[src/hdl/ahr_pkg.sv]
`default_nettype none
package ahr_pkg;

	localparam int NUM_BINS    = 16;
	localparam int COUNT_WIDTH = 32;
	localparam int IDX_W       = (NUM_BINS > 1) ? $clog2(NUM_BINS) : 1;

	// log2 of bin size; the size stops growing at 2^SHIFT_LIMIT
	localparam int SHIFT_W     = 5;
	localparam int SHIFT_LIMIT = 31;

	localparam int SAMPLE_W    = 32;
	localparam int VALUE_W     = SAMPLE_W - 1;

	// result fields
	localparam int BIN_INDEX_W    = 4;
	localparam int BIN_LOW_W      = 31;
	localparam int BIN_HIGH_W     = 32;
	localparam int BIN_COUNT_W    = 32;
	localparam int WIDTH_OF_BIN_W = 28;
	localparam int OUT_FIELDS_W   = BIN_INDEX_W + BIN_LOW_W + BIN_HIGH_W + BIN_COUNT_W
		+ WIDTH_OF_BIN_W;
	localparam int OUT_DATA_W     = ((OUT_FIELDS_W + 7) / 8) * 8;
	localparam int OUT_PAD_W      = OUT_DATA_W - OUT_FIELDS_W;

	// bin bounds are formed in a word wide enough for index << largest shift
	localparam int SPAN_W = IDX_W + (1 << SHIFT_W);

	localparam logic KIND_SAMPLE = 1'b0;
	localparam logic KIND_DUMP   = 1'b1;

	typedef enum logic [1:0] {
		ST_IDLE,
		ST_CHECK,
		ST_DUMP
	} state_t;

	// per-cycle command broadcast to every cell of the row
	typedef struct packed {
		logic merge;
		logic rotate;
		logic inc;
	} cell_ctrl_t;

endpackage
`default_nettype wire

[src/hdl/ahr_cell.sv]
`default_nettype none
module ahr_cell (
	input  wire                                   clk,
	input  wire                                   arst_n,
	input  ahr_pkg::cell_ctrl_t                   ctrl,
	input  wire                                   inc_sel,
	input  wire  [ahr_pkg::COUNT_WIDTH-1:0]       pair_a,
	input  wire  [ahr_pkg::COUNT_WIDTH-1:0]       pair_b,
	input  wire  [ahr_pkg::COUNT_WIDTH-1:0]       next_count,
	output logic [ahr_pkg::COUNT_WIDTH-1:0]       count
);

	logic [ahr_pkg::COUNT_WIDTH-1:0] count_q;
	logic [ahr_pkg::COUNT_WIDTH:0]   pair_sum;
	logic [ahr_pkg::COUNT_WIDTH:0]   inc_sum;
	logic [ahr_pkg::COUNT_WIDTH-1:0] merged;
	logic [ahr_pkg::COUNT_WIDTH-1:0] bumped;

	// saturating pair sum and saturating increment
	always_comb begin
		pair_sum = {1'b0, pair_a} + {1'b0, pair_b};
		inc_sum  = {1'b0, count_q} + {{ahr_pkg::COUNT_WIDTH{1'b0}}, 1'b1};
		merged   = pair_sum[ahr_pkg::COUNT_WIDTH] ? {ahr_pkg::COUNT_WIDTH{1'b1}}
			: pair_sum[ahr_pkg::COUNT_WIDTH-1:0];
		bumped   = inc_sum[ahr_pkg::COUNT_WIDTH] ? count_q
			: inc_sum[ahr_pkg::COUNT_WIDTH-1:0];
	end

	always_ff @(posedge clk or negedge arst_n) begin
		if (!arst_n) begin
			count_q <= '0;
		end else begin
			priority if (ctrl.merge) begin
				count_q <= merged;
			end else if (ctrl.rotate) begin
				count_q <= next_count;
			end else if (ctrl.inc && inc_sel) begin
				count_q <= bumped;
			end else begin
				count_q <= count_q;
			end
		end
	end

	assign count = count_q;

endmodule
`default_nettype wire

[src/hdl/auto_ranging_histogram.sv]
`default_nettype none
// Auto-ranging histogram: a row of NUM_BINS saturating counters covering 0 up to
// NUM_BINS times the bin size, which starts at 1. A sample transfer (tuser = 0)
// with a negative value is dropped. A nonnegative sample is accepted, then
// every doubling of the bin size it forces merges adjacent bin pairs in the
// row, then its bin is updated. A dump transfer (tuser = 1) produces NUM_BINS
// result transfers, bin 0 first, tlast on the final one; while the output
// register is free the counter row rotates one place per cycle toward cell 0,
// so a dump is accepted, then gives one result per bin, and leaves the
// counters as they were. The input is taken only while no item is in
// progress; the last dump result may still sit in the output register while
// the next item is accepted.
module auto_ranging_histogram (
	input  wire                               clk,
	input  wire                               arst_n,

	input  wire                               s_axis_tvalid,
	output logic                              s_axis_tready,
	// [31:0] sample (signed)
	input  wire  [ahr_pkg::SAMPLE_W-1:0]      s_axis_tdata,
	// [0] kind: 0 add sample, 1 dump all bins
	input  wire                               s_axis_tuser,

	output logic                              m_axis_tvalid,
	input  wire                               m_axis_tready,
	// [3:0] bin_index, [34:4] bin_low, [66:35] bin_high, [98:67] bin_count,
	// [126:99] width_of_bin, [127] zero
	output logic [ahr_pkg::OUT_DATA_W-1:0]    m_axis_tdata,
	output logic                              m_axis_tlast
);

	ahr_pkg::state_t                  state_q, state_nxt;
	logic [ahr_pkg::SHIFT_W-1:0]      size_shift_q;
	logic [ahr_pkg::VALUE_W-1:0]      val_q;      // sample >> size_shift, kept aligned
	logic [ahr_pkg::IDX_W-1:0]        dump_cnt_q;

	logic                             m_valid_q;
	logic                             out_last_q;
	logic [ahr_pkg::BIN_INDEX_W-1:0]  out_index_q;
	logic [ahr_pkg::BIN_LOW_W-1:0]    out_low_q;
	logic [ahr_pkg::BIN_HIGH_W-1:0]   out_high_q;
	logic [ahr_pkg::BIN_COUNT_W-1:0]  out_count_q;
	logic [ahr_pkg::WIDTH_OF_BIN_W-1:0] out_width_q;

	logic                             in_xfer;
	logic                             out_free;
	logic                             need_merge;
	logic                             val_over;
	logic                             dump_end;
	logic [ahr_pkg::IDX_W-1:0]        inc_idx;
	ahr_pkg::cell_ctrl_t              ctrl;
	logic                             load_out;

	logic [ahr_pkg::COUNT_WIDTH-1:0]  counts [ahr_pkg::NUM_BINS];
	logic [ahr_pkg::SPAN_W-1:0]       lo_full;
	logic [ahr_pkg::SPAN_W-1:0]       size_full;
	logic [ahr_pkg::SPAN_W-1:0]       high_full;
	logic [ahr_pkg::COUNT_WIDTH+ahr_pkg::BIN_COUNT_W-1:0] head_ext;

	assign in_xfer  = s_axis_tvalid && s_axis_tready;
	assign out_free = !m_valid_q || m_axis_tready;
	assign val_over = (val_q >= ahr_pkg::VALUE_W'(ahr_pkg::NUM_BINS));
	// grow the range while the value lies beyond the top bin and the shift is below its limit
	assign need_merge = val_over
		&& (size_shift_q < ahr_pkg::SHIFT_W'(ahr_pkg::SHIFT_LIMIT));
	// only reachable at the shift limit: clamp into the top bin
	assign inc_idx  = val_over ? ahr_pkg::IDX_W'(ahr_pkg::NUM_BINS - 1)
		: val_q[ahr_pkg::IDX_W-1:0];
	assign dump_end = (dump_cnt_q == ahr_pkg::IDX_W'(ahr_pkg::NUM_BINS - 1));

	// next state
	always_comb begin
		state_nxt = state_q;
		unique case (state_q)
			ahr_pkg::ST_IDLE: begin
				if (in_xfer) begin
					if (s_axis_tuser == ahr_pkg::KIND_DUMP) begin
						state_nxt = ahr_pkg::ST_DUMP;
					end else if (!s_axis_tdata[ahr_pkg::SAMPLE_W-1]) begin
						state_nxt = ahr_pkg::ST_CHECK;
					end
				end
			end
			ahr_pkg::ST_CHECK: begin
				if (!need_merge) begin
					state_nxt = ahr_pkg::ST_IDLE;
				end
			end
			ahr_pkg::ST_DUMP: begin
				if (out_free && dump_end) begin
					state_nxt = ahr_pkg::ST_IDLE;
				end
			end
			default: state_nxt = ahr_pkg::ST_IDLE;
		endcase
	end

	// outputs of the sequencer
	always_comb begin
		s_axis_tready = 1'b0;
		ctrl          = '0;
		load_out      = 1'b0;
		unique case (state_q)
			ahr_pkg::ST_IDLE: begin
				s_axis_tready = 1'b1;
			end
			ahr_pkg::ST_CHECK: begin
				ctrl.merge = need_merge;
				ctrl.inc   = !need_merge;
			end
			ahr_pkg::ST_DUMP: begin
				ctrl.rotate = out_free;
				load_out    = out_free;
			end
			default: ;
		endcase
	end

	always_ff @(posedge clk or negedge arst_n) begin
		if (!arst_n) begin
			state_q      <= ahr_pkg::ST_IDLE;
			size_shift_q <= '0;
			dump_cnt_q   <= '0;
		end else begin
			state_q <= state_nxt;
			if (ctrl.merge) begin
				size_shift_q <= size_shift_q + ahr_pkg::SHIFT_W'(1);
			end
			if (in_xfer) begin
				dump_cnt_q <= '0;
			end else if (load_out) begin
				dump_cnt_q <= dump_cnt_q + ahr_pkg::IDX_W'(1);
			end
		end
	end

	always_ff @(posedge clk) begin
		if (in_xfer) begin
			val_q <= s_axis_tdata[ahr_pkg::VALUE_W-1:0] >> size_shift_q;
		end else if (ctrl.merge) begin
			val_q <= val_q >> 1;
		end
	end

	// row of counter cells; pairs feed the merge, neighbor feeds the rotation
	for (genvar i = 0; i < ahr_pkg::NUM_BINS; i++) begin : g_cell
		logic [ahr_pkg::COUNT_WIDTH-1:0] pa;
		logic [ahr_pkg::COUNT_WIDTH-1:0] pb;
		if (2 * i < ahr_pkg::NUM_BINS) begin : g_pa
			assign pa = counts[2 * i];
		end else begin : g_pa0
			assign pa = '0;
		end
		if (2 * i + 1 < ahr_pkg::NUM_BINS) begin : g_pb
			assign pb = counts[2 * i + 1];
		end else begin : g_pb0
			assign pb = '0;
		end
		ahr_cell u_cell (
			.clk        (clk),
			.arst_n     (arst_n),
			.ctrl       (ctrl),
			.inc_sel    (inc_idx == ahr_pkg::IDX_W'(i)),
			.pair_a     (pa),
			.pair_b     (pb),
			.next_count (counts[(i + 1) % ahr_pkg::NUM_BINS]),
			.count      (counts[i])
		);
	end

	// bin bounds of the bin at the head of the row
	always_comb begin
		lo_full   = ahr_pkg::SPAN_W'(dump_cnt_q) << size_shift_q;
		size_full = ahr_pkg::SPAN_W'(1) << size_shift_q;
		high_full = lo_full + size_full - ahr_pkg::SPAN_W'(1);
		head_ext  = {{ahr_pkg::BIN_COUNT_W{1'b0}}, counts[0]};
	end

	always_ff @(posedge clk or negedge arst_n) begin
		if (!arst_n) begin
			m_valid_q <= 1'b0;
		end else if (load_out) begin
			m_valid_q <= 1'b1;
		end else if (m_axis_tready) begin
			m_valid_q <= 1'b0;
		end
	end

	always_ff @(posedge clk) begin
		if (load_out) begin
			out_index_q <= ahr_pkg::BIN_INDEX_W'(dump_cnt_q);
			out_low_q   <= lo_full[ahr_pkg::BIN_LOW_W-1:0];
			out_high_q  <= high_full[ahr_pkg::BIN_HIGH_W-1:0];
			out_count_q <= head_ext[ahr_pkg::BIN_COUNT_W-1:0];
			out_width_q <= size_full[ahr_pkg::WIDTH_OF_BIN_W-1:0];
			out_last_q  <= dump_end;
		end
	end

	assign m_axis_tvalid = m_valid_q;
	assign m_axis_tlast  = out_last_q;
	assign m_axis_tdata  = {{ahr_pkg::OUT_PAD_W{1'b0}}, out_width_q, out_count_q, out_high_q,
		out_low_q, out_index_q};

	// bin size never shrinks
	a_shift_grows: assert property (@(posedge clk) disable iff (!arst_n)
		1'b1 |=> size_shift_q >= $past(size_shift_q))
		else $error("bin size shrank");

	// final result of a dump describes the top bin
	a_last_top: assert property (@(posedge clk) disable iff (!arst_n)
		m_valid_q && out_last_q
		|-> out_index_q == ahr_pkg::BIN_INDEX_W'(ahr_pkg::NUM_BINS - 1))
		else $error("tlast on wrong bin");

	// a merge always halves the aligned value
	a_merge_halves: assert property (@(posedge clk) disable iff (!arst_n)
		ctrl.merge |=> val_q == ($past(val_q) >> 1))
		else $error("value not realigned after merge");

	// counters only move while the input side is closed
	a_busy_closed: assert property (@(posedge clk) disable iff (!arst_n)
		(ctrl.merge || ctrl.inc || ctrl.rotate) |-> !s_axis_tready)
		else $error("input open during update");

endmodule
`default_nettype wire

[config.mk]
export PLATFORM = sky130hd
export DESIGN_NAME = auto_ranging_histogram
export DESIGN_NICKNAME = d
export VERILOG_FILES = /design/src/hdl/ahr_pkg.sv /design/src/hdl/ahr_cell.sv /design/src/hdl/auto_ranging_histogram.sv
export SDC_FILE = /design/constraint.sdc
export NUM_CORES = 2
export LEC_CHECK = 0
export ABC_AREA = 0
export ABC_CLOCK_PERIOD_IN_PS = 7030
export BUFFER_PORTS_ARGS = -buffer_cell sky130_fd_sc_hd__clkbuf_2
export CAP_MARGIN = 30
export CORE_ASPECT_RATIO = 1.1
export CORE_MARGIN = 2
export CORE_UTILIZATION = 51
export DETAILED_ROUTE_END_ITERATION = 8
export PLACE_DENSITY = 0.74
export RECOVER_POWER = 50
export SLEW_MARGIN = 20
export SYNTH_ARGS = -nofsm -noshare
export SYNTH_HDL_FRONTEND = slang
export SYNTH_SLANG_ARGS = --single-unit
[constraint.sdc]
create_clock -name clk -period 7.03 [get_ports clk]
set_clock_uncertainty 0.2 [all_clocks]
set_input_delay 1.0545 -clock clk [delete_from_list [all_inputs] [get_ports clk]]
set_output_delay 1.0545 -clock clk [all_outputs]
set_load 0.1 [all_outputs]
==> flow_summary_export.csv <==
group,metric,value,unit
run_status,status,"finished, violations left",
run_status,failed_checks,"capacitance limit, slew limit",
global_route,first_global_vias,47290,
yosys,synth.distinct_cells,118,
placed_design,dp_hpwl,140.4,mm
global_route,grt_pass1_wl,286.5,mm
yosys,yosysSeqAreaShare,0.3325,
drt,num_vias,50970,
drt,drc,0,
global_route,use_met1,0.4575,
worst_setup_path,worst_setup_path_end_kind,"flop",
clock_tree,h-tree-depth,3,
timing,relSlewSlack,-2.038,
global_route,overflow,0,
clock_tree,cts_tree,"done",
yosys,synth_top_family_by_area,"compound AO/OA/AOI/OAI gates",
yosys,synth-xor-area-share,0.1092,
clock_tree,cts-buffers-inserted,81,
yosys,synth_cells,6422,
worst_setup_path,slowest_delay,1.08,ns
timing,post-route-min-period,5.847,ns
clock_tree,root_buffer,"clkbuf_16",
global_route,antenna_found_initial,2,
layout,fill_cells,9665,
yosys,synth-simple-area-share,0.2012,
worst_setup_path,worst-path-buf-inv,4,
floorplan,io_pins,168,
layout,final_cell_area,58380,um^2
yosys,synth_top_area_share,0.2437,
layout,instances_no_fill,7876,
worst_setup_path,cp_slowest_cell,"clkbuf_1",
clock_tree,cts_sinks,683,
worst_setup_path,crit_family,"compound AO/OA/AOI/OAI gates",
hold_path,holdCritPathClass,"flop to flop",
yosys,synth.most_common_cell,"nand2_1",
yosys,ys_warn_count,0,
timing,fmax,171.0,MHz
clock_tree,cts_setup_buffers,0,
clock_tree,clk_pin_slew,0.06,ns
timing,final_max_slew_viol_count,150,
yosys,synth_top_cell_by_area,"dfrtp_1",
global_route,met2_usage,0.5405,
worst_setup_path,crit_type,"flop to flop",
drt,drt.antenna.violating_nets,0,
floorplan,start_util,0.5160,
floorplan,rows,124,
worst_setup_path,required,7.24,ns
placed_design,routabilityCongestion,1.004,
clock_tree,cts_resized,0,
yosys,ys.flop_type,"dfrtp_1",
worst_setup_path,r2r_setup_slack,1.18,ns
flow_run,maxCapViolCount,3,
drt,initialDrtViolationCount,6258,
floorplan,die_y,344.6,um
worst_setup_path,path_cells,"clkbuf_1, nor2_1, buf_4, nand2_1, ha_1, inv_1, ha_1, inv_1, fa_1, nor2b_1, o31a_1, o21ai_1, a21oi_1, a2111oi_2, o41ai_1, a221o_1, a221o_1, a21oi_2, xnor2_1",
yosys,avgSynthCellArea,8.377,um^2
timing,setup_tns,0,ns
floorplan,fp.dieArea,108100,um^2
yosys,netlist_top_cells_area,"dfrtp_1 (24%), edfxtp_1 (8.9%), ha_1 (7.9%)",
placed_design,portBuffers,166,
layout,drive_gt1_frac,0.05548,
timing,hold_violations,0,
layout,fin_nets,6811,
yosys,muxShareOfSynthArea,0.01386,
global_route,grt_max_degree,224,
timing,tightest_slew,4.557,ns
timing,rsz0062_at_grt,"no",
floorplan,die_width,313.7,um
global_route,grt.busiest_layer,"met2",
timing,holdWs,0.3189,ns
yosys,synth_area,53800,um^2
worst_setup_path,startpoint_type,"flop",
placed_design,place_inst,7722,
clock_tree,clockBufferDepth,3,
yosys,synth_enable_flop_cells,159,
global_route,use_met3,0.04755,
yosys,synth_adder_area_share,0.08242,
yosys,synth-compound-area-share,0.2220,
worst_setup_path,crit_fanout,36,
yosys,yosys-top-cells-count,"nand2_1 (681), nor2_1 (615), a21oi_1 (535)",
layout,syn_to_final_growth,8.517,%
placed_design,place_area,55670,um^2
timing,post-route-period-util,0.8317,
timing,setup_viol,0,
yosys,synth_nets,6808,
global_route,grt_usage,0.3404,
worst_setup_path,arrival,6.06,ns
drt,drt_wl_total,189.8,mm
yosys,synth-async-reset-ratio,0.7672,
clock_tree,clk_latency,0.68,ns
drt,wire_per_inst,24.10,um
floorplan,core,104300,um^2
clock_tree,cts_hold_buf,0,
drt,drt-pass1-iter-count,8,
drt,avgViaCountPerCell,6.471,
yosys,ys_ff_latch,683,
[cell type report]
cell class | count | area (um^2) | share of cell area
antenna | 1 | 2.502 | 0.00004286
clock buffer | 110 | 2308 | 0.03954
clock inverter | 37 | 479.2 | 0.008208
inverter | 225 | 852.1 | 0.01459
multi-input combinational | 5212 | 33870 | 0.5801
sequential | 683 | 17890 | 0.3064
tap | 1386 | 1734 | 0.02970
timing repair buffer | 222 | 1247 | 0.02137
[through the flow]
stage	setup WS, ns	util
floorplan	0.5170	-
global placement	1.473	0.5336
detailed placement	1.348	0.5340
CTS	1.309	0.5607
global route	0.7653	0.5599
finish	1.183	0.5600
[state kept, by name, indices dropped and copies added, names as in the netlist]
name                 cells
out_low_q               31
state_q                  2
size_shift_q             5
out_high_q              32
g_cell.u_cell.count    512
out_width_q             28
out_count_q             32
dump_cnt_q               4
m_axis_tvalid            1
val_q                   31
out_index_q              4
m_axis_tlast             1
[cell families (layout without fill, tap and decap cells)]
logic type                 count (synthesis)  after routing
AOI/OAI and AO/OA                       1873           1873
xor gates and xnor gates                 671            671
adders and majority gates                349            349
buffers and inverters                    527            594
DFF                                      683            683
muxes                                     57             57
other                                      1              2
and+or+nand+nor                         2261           2261
[final timing paths]
path | from | to | cells past startpoint
min in group asynchronous | arst_n | g_cell[11].u_cell.count[15]$_DFFE_PN0P_ | 1
worst max-delay path | size_shift_q[4]$_DFFE_PN0N_ | out_high_q[27]$_DFFE_PP_ | 19
max in group asynchronous | arst_n | g_cell[8].u_cell.count[27]$_DFFE_PN0P_ | 2
worst max register to register | size_shift_q[4]$_DFFE_PN0N_ | out_high_q[27]$_DFFE_PP_ | 19
worst min-delay path | state_q[0]$_DFFE_PN0P_ | state_q[1]$_DFFE_PN0P_ | 1
worst min register to register | state_q[0]$_DFFE_PN0P_ | state_q[1]$_DFFE_PN0P_ | 1
[layout by cell type (no fill, tap or decap), types with 44 or more instances in the layout]
cell type  instances
a21o_1           157
ha_1             340
a221oi_1          51
nand3_1          255
nor2_1           614
or3_1             47
a21oi_1          535
a211oi_1         166
dfrtp_1          522
clkbuf_16         83
nand2_1          680
o21ai_0          437
o22ai_1           81
and3_1           130
edfxtp_1         159
clkbuf_2          54
o21a_1            44
inv_1            221
nand4_1          151
and4_1            44
nor2b_1           47
xnor2_1          340
a31oi_1           56
nor3_1           103
xor2_1           331
clkbuf_1         132
[routing by layer]
metal	vias to the layer above	share of wire	routed length [um]
li1	23420	-	-
met3	473	0.081	15420
met1	24620	0.41	77760
met5	-	0	0
met2	2451	0.45	86110
met4	0	0.055	10520
Power is not shown: default switching activity piles up to over one toggle a cycle in this logic, so the estimate is an artifact.
